File: config.mk
export PLATFORM = sky130hd
export DESIGN_NAME = threshold_zone_tracker_hysteresis
export DESIGN_NICKNAME = d
export VERILOG_FILES = /design/src/rtl/core/tzt_pkg.sv /design/src/rtl/core/threshold_zone_tracker_hysteresis.sv
export SDC_FILE = /design/constraint.sdc
export NUM_CORES = 1
export LEC_CHECK = 0
export ABC_AREA = 0
export BUFFER_PORTS_ARGS = -buffer_cell sky130_fd_sc_hd__buf_2
export CORE_UTILIZATION = 30
export DETAILED_ROUTE_END_ITERATION = 8
export GPL_TIMING_DRIVEN = 0
export PLACE_DENSITY_LB_ADDON = 0.05
export SYNTH_ARGS = -nofsm -noshare
export SYNTH_HDL_FRONTEND = slang
export SYNTH_SLANG_ARGS = --single-unit
File: constraint.sdc
create_clock -name clock -period 4.05 [get_ports clock]
set_clock_uncertainty 0.05 [all_clocks]
set_input_delay 0 -clock clock [delete_from_list [all_inputs] [get_ports clock]]
set_output_delay 0 -clock clock [all_outputs]
set_load 0.005 [all_outputs]
File: src/rtl/core/tzt_pkg.sv
// ----------------------------------------------------------------------------
// tzt_pkg
// Shared types, codes and helpers of the threshold zone tracker.
// ----------------------------------------------------------------------------
package tzt_pkg;

   // Configuration port widths
   localparam int CSR_INDEX_W = 4;
   localparam int CSR_DATA_W  = 8;

   // Register indexes
   localparam logic [CSR_INDEX_W-1:0] REG_UPPER_NC   = 4'd0;
   localparam logic [CSR_INDEX_W-1:0] REG_UPPER_C    = 4'd1;
   localparam logic [CSR_INDEX_W-1:0] REG_UPPER_NR   = 4'd2;
   localparam logic [CSR_INDEX_W-1:0] REG_LOWER_NC   = 4'd3;
   localparam logic [CSR_INDEX_W-1:0] REG_LOWER_C    = 4'd4;
   localparam logic [CSR_INDEX_W-1:0] REG_LOWER_NR   = 4'd5;
   localparam logic [CSR_INDEX_W-1:0] REG_RISING_OFS = 4'd6;
   localparam logic [CSR_INDEX_W-1:0] REG_FALLING_OFS = 4'd7;

   // Reading held after reset
   localparam logic signed [7:0] READING_RESET = 8'sd16;

   // Zone codes as reported on the result word
   localparam logic [2:0] ZONE_NORMAL   = 3'd0;
   localparam logic [2:0] ZONE_ABOVE_NC = 3'd1;
   localparam logic [2:0] ZONE_ABOVE_C  = 3'd2;
   localparam logic [2:0] ZONE_ABOVE_NR = 3'd3;
   localparam logic [2:0] ZONE_BELOW_NC = 3'd4;
   localparam logic [2:0] ZONE_BELOW_C  = 3'd5;
   localparam logic [2:0] ZONE_BELOW_NR = 3'd6;

   // Event codes
   localparam logic [3:0] EV_NONE         = 4'd0;
   localparam logic [3:0] EV_UNC_HIGH     = 4'd0;
   localparam logic [3:0] EV_UNC_LOW      = 4'd1;
   localparam logic [3:0] EV_UC_HIGH      = 4'd2;
   localparam logic [3:0] EV_UC_LOW       = 4'd3;
   localparam logic [3:0] EV_UNR_HIGH     = 4'd4;
   localparam logic [3:0] EV_UNR_LOW      = 4'd5;
   localparam logic [3:0] EV_LNC_LOW      = 4'd6;
   localparam logic [3:0] EV_LNC_HIGH     = 4'd7;
   localparam logic [3:0] EV_LC_LOW       = 4'd8;
   localparam logic [3:0] EV_LC_HIGH      = 4'd9;
   localparam logic [3:0] EV_LNR_LOW      = 4'd10;
   localparam logic [3:0] EV_LNR_HIGH     = 4'd11;

   // Tracker state, one bit per zone
   typedef enum logic [6:0] {
      ST_NORMAL   = 7'b0000001,
      ST_ABOVE_NC = 7'b0000010,
      ST_ABOVE_C  = 7'b0000100,
      ST_ABOVE_NR = 7'b0001000,
      ST_BELOW_NC = 7'b0010000,
      ST_BELOW_C  = 7'b0100000,
      ST_BELOW_NR = 7'b1000000
   } zone_state_type;

   // Input word
   typedef struct packed {
      logic [7:0]        sensor_select;
      logic signed [7:0] temperature;
   } req_payload_type;

   // Result word
   typedef struct packed {
      logic [2:0]        zone;
      logic              event_valid;
      logic [3:0]        event_code;
      logic signed [7:0] last_reading;
   } rsp_payload_type;

   // Sample at or above threshold plus offset; 9-bit sum cannot overflow
   function automatic logic at_or_above(logic [7:0] t, logic [7:0] thr,
                                        logic [7:0] ofs);
      logic signed [8:0] lim;
      logic signed [8:0] smp;
      lim = {thr[7], thr} + {ofs[7], ofs};
      smp = {t[7], t};
      return smp >= lim;
   endfunction

   // Sample at or below threshold plus offset
   function automatic logic at_or_below(logic [7:0] t, logic [7:0] thr,
                                        logic [7:0] ofs);
      logic signed [8:0] lim;
      logic signed [8:0] smp;
      lim = {thr[7], thr} + {ofs[7], ofs};
      smp = {t[7], t};
      return smp <= lim;
   endfunction

   // Map tracker state to its reported zone code
   function automatic logic [2:0] zone_code(zone_state_type z);
      logic [2:0] code;
      case (z)
         ST_NORMAL:   code = ZONE_NORMAL;
         ST_ABOVE_NC: code = ZONE_ABOVE_NC;
         ST_ABOVE_C:  code = ZONE_ABOVE_C;
         ST_ABOVE_NR: code = ZONE_ABOVE_NR;
         ST_BELOW_NC: code = ZONE_BELOW_NC;
         ST_BELOW_C:  code = ZONE_BELOW_C;
         ST_BELOW_NR: code = ZONE_BELOW_NR;
         default:     code = ZONE_NORMAL;
      endcase
      return code;
   endfunction

endpackage

File: src/rtl/core/threshold_zone_tracker_hysteresis.sv
// ----------------------------------------------------------------------------
// threshold_zone_tracker_hysteresis
// Seven-zone temperature tracker with rising and falling hysteresis.
// ----------------------------------------------------------------------------
// Usage:
//   req_* carries one sample word (sensor number, signed temperature). Only
//   sensor 0 moves the tracker; other sensors get the current zone and last
//   reading back with no event. rsp_* returns exactly one result word per
//   sample: the zone after the sample, an event flag with its code, and the
//   last stored reading.
//   csr_* writes the six thresholds and two offsets; write only while idle.
//   Indexes above seven are ignored.
// Timing:
//   A sample lands in the input register, is evaluated against the zone and
//   reading registers in one pass, and then moves into the result register,
//   which drives rsp_valid and the result word. One sample per cycle is
//   taken back to back while rsp_stall is low, set by the single evaluation
//   stage.
// Reset: zone normal, stored reading 16, all configuration registers 0.
// Stall: while rsp_stall holds a full result register, the input register
//   holds its word and req_stall rises once it is full too.
// ----------------------------------------------------------------------------
module threshold_zone_tracker_hysteresis (
   input  logic                                clock,
   input  logic                                reset,
   input  logic                                req_valid,
   output logic                                req_stall,
   input  tzt_pkg::req_payload_type            req_payload,
   output logic                                rsp_valid,
   input  logic                                rsp_stall,
   output tzt_pkg::rsp_payload_type            rsp_payload,
   input  logic                                csr_write_enable,
   input  logic [tzt_pkg::CSR_INDEX_W-1:0]     csr_index,
   input  logic [tzt_pkg::CSR_DATA_W-1:0]      csr_write_data
);

   // Configuration registers
   logic [7:0] unc_ff, uc_ff, unr_ff, lnc_ff, lc_ff, lnr_ff, rise_ff, fall_ff;

   // Input stage
   logic                     in_valid_ff;
   tzt_pkg::req_payload_type in_word_ff;

   // Tracker state
   tzt_pkg::zone_state_type zone_ff, zone_in;
   logic signed [7:0]       reading_ff, reading_in;

   // Result stage
   logic                     out_valid_ff;
   tzt_pkg::rsp_payload_type out_word_ff, out_word_in;

   logic out_load;
   logic in_load;
   logic tracked;
   logic event_valid;
   logic [3:0] event_code;
   logic [7:0] t;

   // Handshake: result register loads when empty or drained
   assign out_load  = ~out_valid_ff | ~rsp_stall;
   assign req_stall = in_valid_ff & ~out_load;
   assign in_load   = req_valid & ~req_stall;

   assign rsp_valid   = out_valid_ff;
   assign rsp_payload = out_word_ff;

   // Write configuration registers
   always_ff @(posedge clock) begin
      if (reset) begin
         unc_ff  <= '0;
         uc_ff   <= '0;
         unr_ff  <= '0;
         lnc_ff  <= '0;
         lc_ff   <= '0;
         lnr_ff  <= '0;
         rise_ff <= '0;
         fall_ff <= '0;
      end else if (csr_write_enable) begin
         case (csr_index)
            tzt_pkg::REG_UPPER_NC:    unc_ff  <= csr_write_data;
            tzt_pkg::REG_UPPER_C:     uc_ff   <= csr_write_data;
            tzt_pkg::REG_UPPER_NR:    unr_ff  <= csr_write_data;
            tzt_pkg::REG_LOWER_NC:    lnc_ff  <= csr_write_data;
            tzt_pkg::REG_LOWER_C:     lc_ff   <= csr_write_data;
            tzt_pkg::REG_LOWER_NR:    lnr_ff  <= csr_write_data;
            tzt_pkg::REG_RISING_OFS:  rise_ff <= csr_write_data;
            tzt_pkg::REG_FALLING_OFS: fall_ff <= csr_write_data;
            default: ;
         endcase
      end
   end

   // Evaluate the held sample against the tracker; return test wins, and in the normal zone the lower test wins
   always_comb begin
      t           = in_word_ff.temperature;
      tracked     = (in_word_ff.sensor_select == 8'd0);
      zone_in     = zone_ff;
      event_code  = tzt_pkg::EV_NONE;
      if (tracked) begin
         case (zone_ff)
            tzt_pkg::ST_NORMAL: begin
               if (tzt_pkg::at_or_above(t, unc_ff, rise_ff)) begin
                  zone_in = tzt_pkg::ST_ABOVE_NC; event_code = tzt_pkg::EV_UNC_HIGH;
               end
               if (tzt_pkg::at_or_below(t, lnc_ff, fall_ff)) begin
                  zone_in = tzt_pkg::ST_BELOW_NC; event_code = tzt_pkg::EV_LNC_LOW;
               end
            end
            tzt_pkg::ST_ABOVE_NC: begin
               if (tzt_pkg::at_or_above(t, uc_ff, rise_ff)) begin
                  zone_in = tzt_pkg::ST_ABOVE_C; event_code = tzt_pkg::EV_UC_HIGH;
               end
               if (tzt_pkg::at_or_below(t, unc_ff, fall_ff)) begin
                  zone_in = tzt_pkg::ST_NORMAL; event_code = tzt_pkg::EV_UNC_LOW;
               end
            end
            tzt_pkg::ST_ABOVE_C: begin
               if (tzt_pkg::at_or_above(t, unr_ff, rise_ff)) begin
                  zone_in = tzt_pkg::ST_ABOVE_NR; event_code = tzt_pkg::EV_UNR_HIGH;
               end
               if (tzt_pkg::at_or_below(t, uc_ff, fall_ff)) begin
                  zone_in = tzt_pkg::ST_ABOVE_NC; event_code = tzt_pkg::EV_UC_LOW;
               end
            end
            tzt_pkg::ST_ABOVE_NR: begin
               if (tzt_pkg::at_or_below(t, unr_ff, fall_ff)) begin
                  zone_in = tzt_pkg::ST_ABOVE_C; event_code = tzt_pkg::EV_UNR_LOW;
               end
            end
            tzt_pkg::ST_BELOW_NC: begin
               if (tzt_pkg::at_or_below(t, lc_ff, fall_ff)) begin
                  zone_in = tzt_pkg::ST_BELOW_C; event_code = tzt_pkg::EV_LC_LOW;
               end
               if (tzt_pkg::at_or_above(t, lnc_ff, rise_ff)) begin
                  zone_in = tzt_pkg::ST_NORMAL; event_code = tzt_pkg::EV_LNC_HIGH;
               end
            end
            tzt_pkg::ST_BELOW_C: begin
               if (tzt_pkg::at_or_below(t, lnr_ff, fall_ff)) begin
                  zone_in = tzt_pkg::ST_BELOW_NR; event_code = tzt_pkg::EV_LNR_LOW;
               end
               if (tzt_pkg::at_or_above(t, lc_ff, rise_ff)) begin
                  zone_in = tzt_pkg::ST_BELOW_NC; event_code = tzt_pkg::EV_LC_HIGH;
               end
            end
            tzt_pkg::ST_BELOW_NR: begin
               if (tzt_pkg::at_or_above(t, lnr_ff, rise_ff)) begin
                  zone_in = tzt_pkg::ST_BELOW_C; event_code = tzt_pkg::EV_LNR_HIGH;
               end
            end
            default: ;
         endcase
      end
      event_valid = (zone_in != zone_ff);
      if (!event_valid) begin
         event_code = tzt_pkg::EV_NONE;
      end
      reading_in = tracked ? $signed(t) : reading_ff;

      out_word_in.zone         = tzt_pkg::zone_code(zone_in);
      out_word_in.event_valid  = event_valid;
      out_word_in.event_code   = event_code;
      out_word_in.last_reading = reading_in;
   end

   // Capture the incoming sample
   always_ff @(posedge clock) begin
      if (reset) begin
         in_valid_ff <= 1'b0;
      end else if (in_valid_ff == 1'b0 || out_load) begin
         in_valid_ff <= req_valid;
      end
   end

   always_ff @(posedge clock) begin
      if (in_load) begin
         in_word_ff <= req_payload;
      end
   end

   // Advance the tracker as the sample moves into the result register
   always_ff @(posedge clock) begin
      if (reset) begin
         zone_ff    <= tzt_pkg::ST_NORMAL;
         reading_ff <= tzt_pkg::READING_RESET;
      end else if (in_valid_ff && out_load) begin
         zone_ff    <= zone_in;
         reading_ff <= reading_in;
      end
   end

   // Hold the result until the receiver takes it
   always_ff @(posedge clock) begin
      if (reset) begin
         out_valid_ff <= 1'b0;
      end else if (out_load) begin
         out_valid_ff <= in_valid_ff;
      end
   end

   always_ff @(posedge clock) begin
      if (in_valid_ff && out_load) begin
         out_word_ff <= out_word_in;
      end
   end

endmodule
==> out/results.txt <==
CP max FO: 5
Ant. Diodes: 0
Crit path top cell by count: buf_4
Die width: 189 um
Critical path's top delay family: compound AO/OA/AOI/OAI gates
Final setup margin: -0.280 ns
RD Place Congestion: 0.759
Pre-antenna DRT Iters: 4
# fillers: 3528
Total wire length: 34.6 mm
Minimum period implied by the final worst setup slack: 4.33 ns
Status: complete, but fails checks
Placed cell areas: 11300 um2
Layout Cells excl Fill: 1757
Core area: 34500 um2
Final-stage net count: 1539
Syn_nets: 1392
Skew-Pair Late Insertion Delay: 0.43 ns
EDFF count, synth: 32
Worst path bufs/invs: 8
Largest net degree at the start of global routing: 26
Peak supply drop: 0.314 mV
Pwr Density: 243 nW/um2
Max frequency: 0.231 GHz
Sequential area share after synthesis: 24.6%
Antenna Nets Post-Route: 0
Commonest non-fill, non-tap cells in the layout: ha_1 (194), nor2_1 (143), dfxtp_1 (67), mux2i_1 (64), inv_1 (62)
PortBufs: 41
Max-slew violation count: 0
Post-Synthesis Cell Area: 10500 um2
H-tree depth: 4
Std-Cell Rows: 68
Biggest area consumer among synthesized cells: ha_1
Die height: 189 um
Wire length per cell: 19.7 um
Max FFs per register: 16
Clk root buf: clkbuf_16
Synth area leaders: ha_1 (24%), dfxtp_1 (15%), edfxtp_1 (9.2%)
Final Core Density: 39.0%
Initial drt markers: 313
Crit share post-route: 107%
Slew @ Worst Pin: 1.12 ns
Placed Cells: 1640
Vias in the first global route: 8776
Worst-path clk slew: 0.06 ns
Multi-input gate area: 8290 um2
Boundary Pins: 51
Wire length of the first global-routing pass: 52.0 mm
Starting Density: 30.5%
Final hold vios: 0
Violated checks: negative setup slack
Bufs on Longest Clock Path: 2
CTS sink cnt: 113
Synthesis-stage register bit count: 113
Post-DP HPWL: 24.7 mm
Ys async rst share: 0%
Element type at the critical path start: register
Share of cells above drive strength 1: 24.8%
Ys Warns: 0
Die area: 35700 um2
Average size of a mapped cell: 9.18 um2
Cells after Synth: 1143
CP Class: reg2reg
Total CTS buffers: 17
TritonCTS clock tree: yes
Post-synth cell types: 88
Top_reg_cell synth: dfxtp_1
P&R area growth vs syn: 28.0%
Slowest-stage cell, CP: a2111o_1
Kind of end point of the critical path: register
Initial antenna violation count: 0
CP max stage delay: 0.47 ns
LEAKAGE: 5.80 nW
Slew headroom: 25.3%
Max_cap viols: 0
CP Cell Sequence: ha_4, inv_2, fa_2, inv_2, a21oi_2, o21bai_2, buf_4, buf_4, buf_4, buf_4, buf_4, buf_4, xnor2_2, ha_1, o21ai_1, nor2_1, a2111o_1, a221o_2, a31oi_4, a21o_1, nor3_4, o2111ai_2, a21oi_1
Sequential Area: 2620 um2
# setup viols final: 9
DR DRC count: 0
RSZ-0062 raised after global routing: true
Commonest non-fill, non-tap cell in the layout: ha_1
DR vias/cell: 5.00
Grt ovf: 0
Post-synth top area share: 24.3%
Final Cell Area: 13400 um2
Gr usage total: 19.9%
Arr. time, crit path: 4.45 ns
Vias: 8790
HP Class: in2reg
Worst Path Required: 4.17 ns
[power breakdown]
part / internal (mW) / leakage [nW] / total [mW] / switching (mW)
sequential: 1.20 / 0.977 / 1.26 / 0.0603
combinational: 0.261 / 4.55 / 0.590 / 0.329
clock: 0.842 / 0.272 / 1.42 / 0.577
[layer usage]
metal	GRT usage (%)	wire, um	share of wire (%)	up-vias
li1	-	-	-	4460
met4	7.01	769	2.2	0
met2	33.3	16200	47	82
met5	0	0	0	-
met1	26.0	16800	49	4215
met3	2.61	814	2.4	33
[repair_timing]
action,4_1_cts,5_1_grt
pin swaps,49,95
hold buffers,19,0
gates resized for setup,97,105
hold endpoints to repair,18,0
setup endpoints to repair,15,15
buffers inserted,47,21
[area by class of cell]
cell class                 instances  share of cell area, %
buffer                            33                   1.22
inverter                          66                   1.90
sequential                       113                   19.5
tap                              455                   4.24
multi-input combinational        931                   61.7
clock inverter                     9                  0.391
clock buffer                      22                   3.61
timing repair buffer             128                   7.43
[worst paths after layout]
path                                                 start                          to  slack (ns)  cells after the start
worst max-delay path               rise_ff[0]$_SDFFE_PP0P_   rsp_payload[13]$_DFFE_PP_       -0.28                     23
worst min-delay path                     csr_write_data[7]       lc_ff[7]$_SDFFE_PP0P_        0.07                      3
worst max register to register     rise_ff[0]$_SDFFE_PP0P_   rsp_payload[13]$_DFFE_PP_       -0.28                     23
worst min register to register  reading_ff[4]$_SDFFE_PP1P_  reading_ff[4]$_SDFFE_PP1P_        0.42                      2
[through the flow]
| step | hold WS, ns | total power, mW | setup WS (ns) | setup TNS (ns) |
|---|---|---|---|---|
| final | 0.0746 | 3.27 | -0.280 | -1.58 |
| after global routing | 0.0947 | 3.42 | -0.442 | -3.69 |
| after CTS | 0.0737 | 3.26 | -0.336 | -2.43 |
| after detailed placement | 0.128 | 1.76 | -1.41 | -15.81 |
| after global placement | 0.126 | 1.75 | -1.33 | -15.07 |
| after floorplan | 0.0489 | 1.58 | 0.00374 | 0 |
[cells in the mapped netlist, types with 5 or more instances]
cell type	instances
mux2_2	7
clkbuf_1	24
o21ai_0	26
a2111o_1	5
o21bai_1	40
and3_1	9
buf_6	5
nor3_1	12
fa_1	12
xor2_1	30
nand2_1	38
xnor2_1	47
a211oi_1	12
nor2b_1	22
dfxtp_1	81
a21o_1	20
nor2_1	148
nor3b_1	6
and2_1	5
inv_1	66
nand4_1	6
a31oi_1	13
nand3_1	17
o211ai_1	5
nand2b_1	7
nand3b_1	6
a21oi_1	84
mux2i_1	64
edfxtp_1	32
ha_1	204
[cells by family after synthesis]
kind of cell,Yosys count,synth area share [%]
and+or+nand+nor,306,14.4
AOI/OAI and AO/OA,261,17.2
adders and majority gates,216,26.6
DFF,113,24.6
buffers and inverters,99,3.91
xor gates and xnor gates,77,6.42
muxes,71,6.85
[worst reg2reg max path, delay by kind of cell (launching register included)]
| kind | cells | cell delay, ns |
|---|---|---|
| buffers and inverters | 8 | 0.84 |
| DFF | 1 | 0.37 |
| and+or+nand+nor | 2 | 0.11 |
| adders and majority gates | 3 | 0.66 |
| AOI/OAI and AO/OA | 9 | 1.92 |
| xor gates and xnor gates | 1 | 0.12 |
(Power assumes the default switching activity.)
